**src/rtl/sld_pkg.sv**
```systemverilog
package sld_pkg;

  localparam int unsigned ByteW     = 8;
  localparam int unsigned IndexW    = 9;
  localparam int unsigned CfgIdxW   = 1;
  localparam int unsigned FifoDepth = 2;

  typedef enum logic [CfgIdxW-1:0] {
    CFG_SYNC_FIRST  = 1'b0,
    CFG_SYNC_SECOND = 1'b1
  } cfg_reg_e;

  typedef enum logic [2:0] {
    PH_HUNT1   = 3'd0,
    PH_HUNT2   = 3'd1,
    PH_LEN     = 3'd2,
    PH_PAYLOAD = 3'd3,
    PH_CHECK   = 3'd4
  } phase_e;

  typedef enum logic [1:0] {
    KIND_LEN = 2'd0,
    KIND_PAY = 2'd1,
    KIND_CHK = 2'd2
  } kind_e;

  typedef struct packed {
    logic [ByteW-1:0] data;
    kind_e            kind;
  } q_entry_t;

  typedef struct packed {
    logic             we;
    cfg_reg_e         idx;
    logic [ByteW-1:0] data;
  } cfg_wr_t;

endpackage

```
**src/rtl/sld_cfg_if.sv**
```systemverilog
interface sld_cfg_if;
  logic                           valid;
  logic                           ready;
  logic [sld_pkg::CfgIdxW-1:0]    index;
  logic [sld_pkg::ByteW-1:0]      data;

  modport source (output valid, output index, output data, input ready);
  modport sink (input valid, input index, input data, output ready);
endinterface

```
**src/rtl/sld_byte_if.sv**
```systemverilog
interface sld_byte_if;
  logic                      valid;
  logic                      ready;
  logic [sld_pkg::ByteW-1:0] rx_byte;

  modport source (output valid, output rx_byte, input ready);
  modport sink (input valid, input rx_byte, output ready);
endinterface

```
**src/rtl/sld_frame_if.sv**
```systemverilog
interface sld_frame_if;
  logic                       valid;
  logic                       ready;
  logic [sld_pkg::ByteW-1:0]  frame_byte;
  logic [sld_pkg::IndexW-1:0] byte_index;
  logic                       last;
  logic                       check_good;

  modport source (output valid, output frame_byte, output byte_index, output last,
                  output check_good, input ready);
  modport sink (input valid, input frame_byte, input byte_index, input last,
                input check_good, output ready);
endinterface

```
**src/rtl/sync_length_checksum_deframer.sv**
```systemverilog
// Deframer for a received byte stream: hunts for the two configured sync bytes,
// then passes on the length byte, the payload bytes and the checksum byte, each
// tagged with its position after the header (0 is the length byte). The checksum
// beat has last set and check_good telling whether it equals zero minus the sum
// of the length and payload bytes, modulo 256; the hunt restarts after every
// frame. Sync and hunt bytes produce no output beat. One byte is accepted per
// cycle unless the queue is full; a frame byte goes through the queue, then the
// output register. The parser front end and checksum back end are joined by a
// FifoDepth-entry queue, so the input keeps taking bytes for that many frame
// bytes while the output is stalled. Write sync registers only while idle.
module sync_length_checksum_deframer #(
  parameter int unsigned FifoDepth = sld_pkg::FifoDepth
) (
  input  logic        clk_i,
  input  logic        rst_ni,
  sld_cfg_if.sink     cfg_i,
  sld_byte_if.sink    rx_i,
  sld_frame_if.source frame_o
);

  sld_pkg::cfg_wr_t  cfg_wr;
  sld_pkg::q_entry_t push_entry, head_entry;
  logic              q_push, q_pop, q_full, q_empty;

  assign cfg_i.ready = 1'b1;
  assign cfg_wr.we   = cfg_i.valid;
  assign cfg_wr.idx  = sld_pkg::cfg_reg_e'(cfg_i.index);
  assign cfg_wr.data = cfg_i.data;

  sld_front u_front (
    .clk_i      (clk_i),
    .rst_ni     (rst_ni),
    .cfg_i      (cfg_wr),
    .in_valid_i (rx_i.valid),
    .in_byte_i  (rx_i.rx_byte),
    .in_ready_o (rx_i.ready),
    .q_full_i   (q_full),
    .q_push_o   (q_push),
    .q_entry_o  (push_entry)
  );

  sld_fifo #(
    .Depth (FifoDepth)
  ) u_fifo (
    .clk_i   (clk_i),
    .rst_ni  (rst_ni),
    .push_i  (q_push),
    .entry_i (push_entry),
    .full_o  (q_full),
    .pop_i   (q_pop),
    .entry_o (head_entry),
    .empty_o (q_empty)
  );

  sld_back u_back (
    .clk_i        (clk_i),
    .rst_ni       (rst_ni),
    .q_entry_i    (head_entry),
    .q_empty_i    (q_empty),
    .q_pop_o      (q_pop),
    .out_ready_i  (frame_o.ready),
    .out_valid_o  (frame_o.valid),
    .frame_byte_o (frame_o.frame_byte),
    .byte_index_o (frame_o.byte_index),
    .last_o       (frame_o.last),
    .check_good_o (frame_o.check_good)
  );

`ifndef SYNTH
  // only the checksum beat may report a good check
  a_good_only_on_last: assert property (@(posedge clk_i) disable iff (!rst_ni)
    frame_o.valid && !frame_o.last |-> !frame_o.check_good)
    else $error("check_good set on a non-last beat");

  // the length beat never closes a frame
  a_len_not_last: assert property (@(posedge clk_i) disable iff (!rst_ni)
    frame_o.valid && frame_o.byte_index == '0 |-> !frame_o.last)
    else $error("length beat marked last");

  // a beat taken right after a last beat can only be a new length byte
  a_restart_at_zero: assert property (@(posedge clk_i) disable iff (!rst_ni)
    frame_o.valid && frame_o.ready && frame_o.last ##1 frame_o.valid
      |-> frame_o.byte_index == '0)
    else $error("frame did not restart at index zero");

  // input stalls only when the queue holds entries
  a_stall_needs_backlog: assert property (@(posedge clk_i) disable iff (!rst_ni)
    !rx_i.ready |-> !q_empty)
    else $error("input stalled with empty queue");
`endif

endmodule

```
**src/rtl/sld_front.sv**
```systemverilog
module sld_front (
  input  logic                      clk_i,
  input  logic                      rst_ni,
  input  sld_pkg::cfg_wr_t          cfg_i,
  input  logic                      in_valid_i,
  input  logic [sld_pkg::ByteW-1:0] in_byte_i,
  output logic                      in_ready_o,
  input  logic                      q_full_i,
  output logic                      q_push_o,
  output sld_pkg::q_entry_t         q_entry_o
);

  logic [sld_pkg::ByteW-1:0] sync_first_q, sync_second_q;
  sld_pkg::phase_e           phase_q, phase_d;
  logic [sld_pkg::ByteW-1:0] rem_q, rem_d;
  logic                      accept;

  assign in_ready_o = !q_full_i;
  assign accept     = in_valid_i && !q_full_i;

  always_ff @(posedge clk_i or negedge rst_ni) begin
    if (!rst_ni) begin
      sync_first_q  <= '0;
      sync_second_q <= '0;
    end else if (cfg_i.we) begin
      case (cfg_i.idx)
        sld_pkg::CFG_SYNC_FIRST:  sync_first_q  <= cfg_i.data;
        sld_pkg::CFG_SYNC_SECOND: sync_second_q <= cfg_i.data;
        default: ;
      endcase
    end
  end

  // next state
  always_comb begin
    phase_d = phase_q;
    rem_d   = rem_q;
    if (accept) begin
      case (phase_q)
        sld_pkg::PH_HUNT2: begin
          // second sync wins even when it also matches the first
          if (in_byte_i == sync_second_q) phase_d = sld_pkg::PH_LEN;
          else if (in_byte_i == sync_first_q) phase_d = sld_pkg::PH_HUNT2;
          else phase_d = sld_pkg::PH_HUNT1;
        end
        sld_pkg::PH_LEN: begin
          rem_d   = in_byte_i;
          phase_d = (in_byte_i == '0) ? sld_pkg::PH_CHECK : sld_pkg::PH_PAYLOAD;
        end
        sld_pkg::PH_PAYLOAD: begin
          rem_d = rem_q - 1'b1;
          if (rem_q == sld_pkg::ByteW'(1)) phase_d = sld_pkg::PH_CHECK;
        end
        sld_pkg::PH_CHECK: begin
          rem_d   = '0;
          phase_d = sld_pkg::PH_HUNT1;
        end
        default: begin
          phase_d = (in_byte_i == sync_first_q) ? sld_pkg::PH_HUNT2 : sld_pkg::PH_HUNT1;
        end
      endcase
    end
  end

  // classify the beat for the back end
  always_comb begin
    q_push_o       = 1'b0;
    q_entry_o.data = in_byte_i;
    q_entry_o.kind = sld_pkg::KIND_LEN;
    case (phase_q)
      sld_pkg::PH_LEN: begin
        q_push_o = accept;
      end
      sld_pkg::PH_PAYLOAD: begin
        q_push_o       = accept;
        q_entry_o.kind = sld_pkg::KIND_PAY;
      end
      sld_pkg::PH_CHECK: begin
        q_push_o       = accept;
        q_entry_o.kind = sld_pkg::KIND_CHK;
      end
      default: ;
    endcase
  end

  always_ff @(posedge clk_i or negedge rst_ni) begin
    if (!rst_ni) begin
      phase_q <= sld_pkg::PH_HUNT1;
      rem_q   <= '0;
    end else begin
      phase_q <= phase_d;
      rem_q   <= rem_d;
    end
  end

endmodule

```
**src/rtl/sld_fifo.sv**
```systemverilog
module sld_fifo #(
  parameter int unsigned Depth = sld_pkg::FifoDepth
) (
  input  logic              clk_i,
  input  logic              rst_ni,
  input  logic              push_i,
  input  sld_pkg::q_entry_t entry_i,
  output logic              full_o,
  input  logic              pop_i,
  output sld_pkg::q_entry_t entry_o,
  output logic              empty_o
);

  localparam int unsigned AW = (Depth > 1) ? $clog2(Depth) : 1;
  localparam int unsigned CW = $clog2(Depth + 1);

  sld_pkg::q_entry_t mem_q [Depth];
  logic [AW-1:0]     wr_ptr_q, rd_ptr_q;
  logic [CW-1:0]     cnt_q;

  assign full_o  = (cnt_q == CW'(Depth));
  assign empty_o = (cnt_q == '0);
  assign entry_o = mem_q[rd_ptr_q];

  always_ff @(posedge clk_i) begin
    if (push_i) mem_q[wr_ptr_q] <= entry_i;
  end

  always_ff @(posedge clk_i or negedge rst_ni) begin
    if (!rst_ni) begin
      wr_ptr_q <= '0;
      rd_ptr_q <= '0;
      cnt_q    <= '0;
    end else begin
      if (push_i) wr_ptr_q <= (wr_ptr_q == AW'(Depth - 1)) ? '0 : wr_ptr_q + 1'b1;
      if (pop_i)  rd_ptr_q <= (rd_ptr_q == AW'(Depth - 1)) ? '0 : rd_ptr_q + 1'b1;
      if (push_i && !pop_i) cnt_q <= cnt_q + 1'b1;
      else if (pop_i && !push_i) cnt_q <= cnt_q - 1'b1;
    end
  end

endmodule

```
**src/rtl/sld_back.sv**
```systemverilog
module sld_back (
  input  logic                       clk_i,
  input  logic                       rst_ni,
  input  sld_pkg::q_entry_t          q_entry_i,
  input  logic                       q_empty_i,
  output logic                       q_pop_o,
  input  logic                       out_ready_i,
  output logic                       out_valid_o,
  output logic [sld_pkg::ByteW-1:0]  frame_byte_o,
  output logic [sld_pkg::IndexW-1:0] byte_index_o,
  output logic                       last_o,
  output logic                       check_good_o
);

  logic                       out_valid_q;
  logic [sld_pkg::ByteW-1:0]  check_q, check_d;
  logic [sld_pkg::IndexW-1:0] pos_q, pos_d;
  logic [sld_pkg::IndexW-1:0] idx_d;
  logic                       last_d, good_d;

  // output register frees up when empty or being taken this cycle
  assign q_pop_o     = (!out_valid_q || out_ready_i) && !q_empty_i;
  assign out_valid_o = out_valid_q;

  always_comb begin
    check_d = check_q;
    pos_d   = pos_q;
    idx_d   = pos_q;
    last_d  = 1'b0;
    good_d  = 1'b0;
    case (q_entry_i.kind)
      sld_pkg::KIND_LEN: begin
        idx_d   = '0;
        check_d = '0 - q_entry_i.data;
        pos_d   = sld_pkg::IndexW'(1);
      end
      sld_pkg::KIND_PAY: begin
        check_d = check_q - q_entry_i.data;
        pos_d   = pos_q + 1'b1;
      end
      sld_pkg::KIND_CHK: begin
        last_d  = 1'b1;
        good_d  = (q_entry_i.data == check_q);
        check_d = '0;
        pos_d   = '0;
      end
      default: ;
    endcase
  end

  always_ff @(posedge clk_i or negedge rst_ni) begin
    if (!rst_ni) begin
      out_valid_q <= 1'b0;
      check_q     <= '0;
      pos_q       <= '0;
    end else begin
      if (q_pop_o) begin
        out_valid_q <= 1'b1;
        check_q     <= check_d;
        pos_q       <= pos_d;
      end else if (out_ready_i) begin
        out_valid_q <= 1'b0;
      end
    end
  end

  always_ff @(posedge clk_i) begin
    if (q_pop_o) begin
      frame_byte_o <= q_entry_i.data;
      byte_index_o <= idx_d;
      last_o       <= last_d;
      check_good_o <= good_d;
    end
  end

endmodule
```
**src/flat_wrapper.sv**
```systemverilog
// flat-port wrapper written by rule: the top's interface ports become plain ports
module sync_length_checksum_deframer_flat 
#(
  parameter int unsigned FifoDepth = sld_pkg::FifoDepth
)
  (clk_i, rst_ni, cfg_i_valid, cfg_i_index, cfg_i_data, cfg_i_ready, rx_i_valid, rx_i_rx_byte, rx_i_ready, frame_o_valid, frame_o_frame_byte, frame_o_byte_index, frame_o_last, frame_o_check_good, frame_o_ready);
  sld_cfg_if cfg_i_i ();
  sld_byte_if rx_i_i ();
  sld_frame_if frame_o_i ();
  input  logic clk_i;
  input  logic rst_ni;
  input wire logic [$bits(cfg_i_i.valid)-1:0] cfg_i_valid;
  input wire logic [$bits(cfg_i_i.index)-1:0] cfg_i_index;
  input wire logic [$bits(cfg_i_i.data)-1:0] cfg_i_data;
  output wire logic [$bits(cfg_i_i.ready)-1:0] cfg_i_ready;
  input wire logic [$bits(rx_i_i.valid)-1:0] rx_i_valid;
  input wire logic [$bits(rx_i_i.rx_byte)-1:0] rx_i_rx_byte;
  output wire logic [$bits(rx_i_i.ready)-1:0] rx_i_ready;
  output wire logic [$bits(frame_o_i.valid)-1:0] frame_o_valid;
  output wire logic [$bits(frame_o_i.frame_byte)-1:0] frame_o_frame_byte;
  output wire logic [$bits(frame_o_i.byte_index)-1:0] frame_o_byte_index;
  output wire logic [$bits(frame_o_i.last)-1:0] frame_o_last;
  output wire logic [$bits(frame_o_i.check_good)-1:0] frame_o_check_good;
  input wire logic [$bits(frame_o_i.ready)-1:0] frame_o_ready;
  assign cfg_i_i.valid = cfg_i_valid;
  assign cfg_i_i.index = cfg_i_index;
  assign cfg_i_i.data = cfg_i_data;
  assign cfg_i_ready = cfg_i_i.ready;
  assign rx_i_i.valid = rx_i_valid;
  assign rx_i_i.rx_byte = rx_i_rx_byte;
  assign rx_i_ready = rx_i_i.ready;
  assign frame_o_valid = frame_o_i.valid;
  assign frame_o_frame_byte = frame_o_i.frame_byte;
  assign frame_o_byte_index = frame_o_i.byte_index;
  assign frame_o_last = frame_o_i.last;
  assign frame_o_check_good = frame_o_i.check_good;
  assign frame_o_i.ready = frame_o_ready;
  sync_length_checksum_deframer #(.FifoDepth(FifoDepth)) u_core (.clk_i(clk_i), .rst_ni(rst_ni), .cfg_i(cfg_i_i), .rx_i(rx_i_i), .frame_o(frame_o_i));
endmodule
```
**config.mk**
```make
export PLATFORM = sky130hd
export DESIGN_NAME = sync_length_checksum_deframer_flat
export DESIGN_NICKNAME = d
export VERILOG_FILES = /design/src/rtl/sld_pkg.sv /design/src/rtl/sld_cfg_if.sv /design/src/rtl/sld_byte_if.sv /design/src/rtl/sld_frame_if.sv /design/src/rtl/sync_length_checksum_deframer.sv /design/src/rtl/sld_front.sv /design/src/rtl/sld_fifo.sv /design/src/rtl/sld_back.sv /design/src/flat_wrapper.sv
export SDC_FILE = /design/constraint.sdc
export NUM_CORES = 1
export LEC_CHECK = 0
export BUFFER_PORTS_ARGS = -buffer_cell sky130_fd_sc_hd__clkbuf_2
export CORE_ASPECT_RATIO = 1.25
export CORE_MARGIN = 1
export CORE_UTILIZATION = 50
export DETAILED_ROUTE_END_ITERATION = 10
export GPL_ROUTABILITY_DRIVEN = 0
export GPL_TIMING_DRIVEN = 1
export PLACE_DENSITY_LB_ADDON = 0.05
export SLEW_MARGIN = 20
export SYNTH_ARGS = -nofsm -noshare
export SYNTH_HDL_FRONTEND = slang
export SYNTH_HIERARCHICAL = 1
export SYNTH_SLANG_ARGS = --single-unit
```
**constraint.sdc**
```tcl
create_clock -name clk_i -period 5.7 [get_ports clk_i]
set_input_delay 0.855 -clock clk_i [delete_from_list [all_inputs] [get_ports clk_i]]
set_output_delay 0.855 -clock clk_i [all_outputs]
set_load 0.02 [all_outputs]
```
Word-level counts from Yosys, hierarchy flattened
Memories as Yosys holds them, arrays and structs flattened.
Index checks and enable logic that the tools add are counted.
{ "classes": {"bitwise_logic": 1, "muxes": 19, "n_reduce_logical": 23, "n_addsub": 8, "n_eq_ne": 12} }
{ "op_table": {"columns": ["op", "n"], "rows": [
  ["$pmux W8 S3", 2],
  ["$pmux W9 S3", 1],
  ["$eq A8 B8 Y1", 3],
  ["$pmux W3 S4", 1],
  ["$reduce_and A2 Y1", 5],
  ["$add A9 B1 Y9 const B", 1],
  ["$mux W1", 9],
  ["$eq A8 B1 Y1 const B", 1],
  ["$logic_not A8 Y1", 1],
  ["$sub A1 B8 Y8 const A", 1],
  ["$sub A8 B1 Y8 const B", 1],
  ["$sub A8 B8 Y8", 1],
  ["$eq A3 B2 Y1 const B", 2],
  ["$mux W2", 3],
  ["$mux W3", 2],
  ["$reduce_bool A3 Y1", 2],
  ["$logic_not A1 Y1", 5],
  ["$eq A2 B2 Y1 const B", 2],
  ["$logic_and A1 B1 Y1", 4],
  ["$logic_not A2 Y1", 2],
  ["$pmux W2 S2", 1],
  ["$reduce_bool A2 Y1", 2],
  ["$eq A3 B1 Y1 const B", 1],
  ["$eq A3 B3 Y1 const B", 1],
  ["8 further kinds", 9]
]} }
{ "totals": {"register_bits": 68, "memories": 1, "inputBits": 22, "ram_bits": 20, "word_cells": 78} }
{ "mem_list": {"columns": ["memory", "depth", "word_bits", "read_ports", "rd_ports_with_merged_regs", "write_ports", "line", "rtl"], "rows": [
  ["u_core.u_fifo.mem_q", 2, 10, 1, 0, 1, "sld_fifo.sv:17", "sld_pkg::q_entry_t mem_q [Depth];"]
]} }

Logic depth before layout (Yosys ltp)
{ "depth": {"word_depth": 8, "mapped_depth": 11, "ltp_nobuf": 10} }

Modules after synthesis
The synthesis kept the hierarchy.
{ "by_module_without_submodules": {"columns": ["mod", "area_each_um2", "cells_per_inst", "instances"], "rows": [
  ["sld_back", 2030.7, 193, 1],
  ["sld_front", 1570.3, 152, 1],
  ["sld_fifo", 947.2, 47, 1],
  ["sync_length_checksum_deframer", 11.3, 2, 1]
]} }

Worst setup path after synthesis
OpenSTA, ideal clock, no wires.
{ "synth_timing": {"path_type": "input port to flip-flop", "start": "input frame_o_ready", "end": "register u_core.u_fifo.cnt_q[1]", "path_slack_ps": 3104, "stages": 7, "setup_time_ps": 79, "arrival_ps": 2517, "cell_sequence": "nor2b_4 nor2_1 inv_1 ha_1 xor2_1 nor2_1 xor2_1"} }
{ "synth_between": {"elab_chain_len": 5} }
{ "synth_rtl": {"columns": ["element", "line", "rtl"], "rows": [
  ["start, declared", "flat_wrapper.sv:24", "input wire logic [$bits(frame_o_i.ready)-1:0] frame_o_ready;"],
  ["$logic_or A1 B1 Y1 *", "sld_back.sv:22", "assign q_pop_o = (!out_valid_q || out_ready_i) && !q_empty_i;"],
  ["$logic_and A1 B1 Y1 *", "sld_back.sv:22", null],
  ["named net u_core.q_pop", "sync_length_checksum_deframer.sv:23", "logic q_push, q_pop, q_full, q_empty;"],
  ["$logic_not A1 Y1", "sld_fifo.sv:37", "if (push_i && !pop_i) cnt_q <= cnt_q + 1'b1;"],
  ["$logic_and A1 B1 Y1", "sld_fifo.sv:37", null],
  ["$mux W2 / $reduce_bool A2 Y1 (equally long branches)", null, null],
  ["end signal, assigned", "sld_fifo.sv:37", null],
  ["end signal, assigned", "sld_fifo.sv:38", "else if (pop_i && !push_i) cnt_q <= cnt_q - 1'b1;"],
  ["end, declared", "sld_fifo.sv:19", "logic [CW-1:0] cnt_q;"]
]} }
The timed path passes the listed nets; every way through them passes the cells marked *.
A chain may end at the register's enable or synchronous reset.

==> summary.md <==
| Metric | Value |
|---|---|
| Initial antenna violation count | `0` |
| F_max | `368 MHz` |
| Fin. Hold Viols | `0` |
| Die Y | `109 um` |
| WS Path Type | `flop to flop` |
| Worst setup margin | `2.99 ns` |
| Worst Max-Slew Pin Slew | `0.810 ns` |
| I/O Pins | `44` |
| Die Area | `9510 sq um` |
| DRC | `0` |
| Initial DRT Pass Iterations | `4` |
| Worst Hold Depth | `1` |
| Pre-CTS WS | `2.92 ns` |
| Hold endpoint | `u_core/u_back/pos_q[8]$_DFFE_PN0P_` |
| # hold bufs at CTS | `0` |
| CTS tree | `built` |
| FF-to-FF setup slack | `2.99 ns` |
| Clock transition at path regs | `0.08 ns` |
| Overall routed net length | `8520 um` |
| CTS sink count | `88` |
| Clock tree root driver cell | `clkbuf_8` |
| Most frequent cells in the layout | `dfrtp_1 (49), clkbuf_2 (42), edfxtp_1 (39)` |
| RSZ-0062 raised after global routing | `no` |
| Area delta synth->final | `9.69%` |
| Die Wd | `87.4 um` |
| Cell Area, Synth | `4560 sq um` |
| Tmin final | `2.71 ns` |
| CP Capture Type | `flop` |
| Vias in the first global route | `2870` |
| Source of the worst hold timing path | `u_core/u_back/pos_q[8]$_DFFE_PN0P_` |
| Skew final | `0.00955 ns` |
| Netlist cell types | `61` |
| Detailed-route wire length per cell | `15.4 um` |
| Row cnt | `38` |
| Remaining Overflow, GRT | `0` |
| Fin nets | `468` |
| Total CTS buffers | `9` |
| Synth Flop Type | `dfrtp_1` |
| Post-CTS Setup Bufs | `0` |
| RR Startpoint | `u_core/u_fifo/rd_ptr_q$_DFFE_PN0P_` |
| Clk buf depth | `2` |
| WP data required | `5.98 ns` |
| Share of cells above drive strength 1 | `23.3%` |
| Reg2Reg Depth | `7` |
| Vias | `3010` |
| Tcrit/Tclk final | `47.6%` |
| Outcome | `finished clean` |
| P per Cell Area | `440 nW/um^2` |
| Largest net degree at the start of global routing | `50` |
| Type of origin of the critical path | `flop` |
| Pins Over Slew Limit | `0` |
| Most common cell after layout, fill and taps aside | `dfrtp_1` |
| ANT nets after route | `0` |
| Mean Syn Cell Area | `11.6 sq um` |
| Relative slew slack | `45.9%` |
| Tot GR Track Use | `20.1%` |
| Core area | `8750 sq um` |
| Worst vdd ir | `0.193 mV` |
| Post-DP HPWL | `6070 um` |
| Asr flop ratio synth | `55.7%` |
| Initial drt markers | `109` |
| Post-synthesis sequential area ratio | `52.6%` |
| WP data arrival | `2.99 ns` |
| Synth warn | `6` |
| Worst skew pair latency | `0.36 ns` |
| Synth Instances | `394` |
| Final setup viols | `0` |
| Port buffer count | `42` |
| FF-to-FF End | `u_core/u_back/pos_q[8]$_DFFE_PN0P_` |
| Worst min-delay path category | `flop to flop` |
| Max Cap Violations | `0` |
| # diodes | `0` |
| Total negative setup slack | `0 ns` |
| Largest fanout on the critical path | `14` |
| Synthesized Nets | `433` |
| CTS resizes | `0` |
| Vias per inst | `5.43` |
| # H-tree levels | `3` |
| Leak Pwr | `2.16 nW` |
| Initial Util | `52.1%` |
| Flops & latches, synth | `88` |
| First-pass GRT wire length | `14200 um` |
| Post-synth EDFFs | `39` |
-- layer usage --
layer / vias up / wire [um] / track usage [%]
met2: 51 / 4460 / 34.5
met5: - / 0 / 0
met4: 0 / 130 / 8.78
met3: 8 / 248 / 4.77
met1: 1463 / 3690 / 23.9
li1: 1488 / - / -
-- synth_stat cells, types with 5 or more instances --
library cell	number	area (sq um)
inv_1	21	78.8
nor2b_1	11	68.8
xor2_1	24	210
mux2_4	9	135
nand2b_1	5	31.3
xnor2_1	7	61.3
nor2_1	19	71.3
nor4_1	7	43.8
dfrtp_1	49	1230
buf_2	5	25.0
a31oi_1	7	43.8
buf_4	9	67.6
o21ai_1	12	60.1
nand3_1	6	30.0
ha_1	16	200
a21oi_1	13	65.1
nor3_1	12	60.1
edfxtp_1	39	1170
mux2_2	17	191
o21ai_0	18	90.1
nand2_1	18	67.6
-- kinds of logic (layout without fill, tap and decap cells) --
| group | Yosys count | after routing | share of synthesized area [%] |
|---|---|---|---|
| muxes | 26 | 26 | 7.16 |
| other | 1 | 1 | 0.0822 |
| adders and majority gates | 17 | 17 | 4.83 |
| and+or+nand+nor | 104 | 104 | 12.7 |
| buffers and inverters | 42 | 82 | 4.66 |
| DFF | 88 | 88 | 52.6 |
| AOI/OAI and AO/OA | 85 | 85 | 12.0 |
| xor gates and xnor gates | 31 | 31 | 5.95 |
-- area by class of cell --
type	instances	area, sq um
repair buffers	44	225
clock inverters	6	51.3
clock buffers	10	138
fillers	806	3750
flip-flops and latches	88	2400
well taps	120	150
multi-input cells	264	1960
inverters	22	82.6
-- registers in the layout, summed over array words and instances (netlist names), 2 cells and up --
register                      cells
u_core/u_back/byte_index_o        9
u_core/u_front/phase_q            3
u_core/u_front/rem_q              8
u_core/u_front/sync_first_q       8
u_core/u_back/check_q             8
u_core/u_front/sync_second_q      8
u_core/u_back/pos_q               9
u_core/u_fifo/cnt_q               2
u_core/u_fifo/mem_q              20
u_core/u_back/frame_byte_o        8
-- critical path, stage by stage, from the launching register on --
cell and delay, ns:
dfrtp_1 0.72, mux2_4 0.28, inv_1 0.06, ha_1 0.58
nand2_1 0.45, nor2_4 0.28, nand4_1 0.12, o21ai_0 0.15
-- power breakdown --
group / leakage (nW) / internal [mW] / switching, mW / total (mW)
combinational: 1.08 / 0.365 / 0.501 / 0.866
clock: 0.0939 / 0.176 / 0.234 / 0.410
sequential: 0.987 / 0.818 / 0.105 / 0.923
-- worst max path at each step --
stage	depth (start not counted)	slack [ns]	end	start
global placement	8	3.00	u_core/u_fifo/cnt_q[1]$_DFFE_PN0P_	frame_o_ready
detailed placement	8	2.92	u_core/u_fifo/cnt_q[1]$_DFFE_PN0P_	frame_o_ready
finish	7	2.99	u_core/u_back/pos_q[8]$_DFFE_PN0P_	u_core/u_fifo/rd_ptr_q$_DFFE_PN0P_
floorplan	7	3.10	u_core/u_fifo/cnt_q[1]$_DFFE_PN0P_	frame_o_ready
global route	7	2.75	u_core/u_back/pos_q[8]$_DFFE_PN0P_	u_core/u_fifo/rd_ptr_q$_DFFE_PN0P_
CTS	7	2.98	u_core/u_back/pos_q[8]$_DFFE_PN0P_	u_core/u_fifo/rd_ptr_q$_DFFE_PN0P_
-- per-stage QoR --
stage | util, % | cell area (sq um) | cells | power, mW | hold slack (ns)
after floorplan | - | 4560 | 394 | 1.60 | 0.443
after global placement | 54.9 | 4810 | 538 | 1.79 | 0.471
after detailed placement | 54.9 | 4810 | 538 | 1.81 | 0.470
after CTS | 57.1 | 5000 | 554 | 2.23 | 0.486
after global routing | 57.2 | 5000 | 554 | 2.36 | 0.529
final | 57.2 | 5000 | 554 | 2.20 | 0.485
No activity file was read; power rests on OpenSTA's default activity.
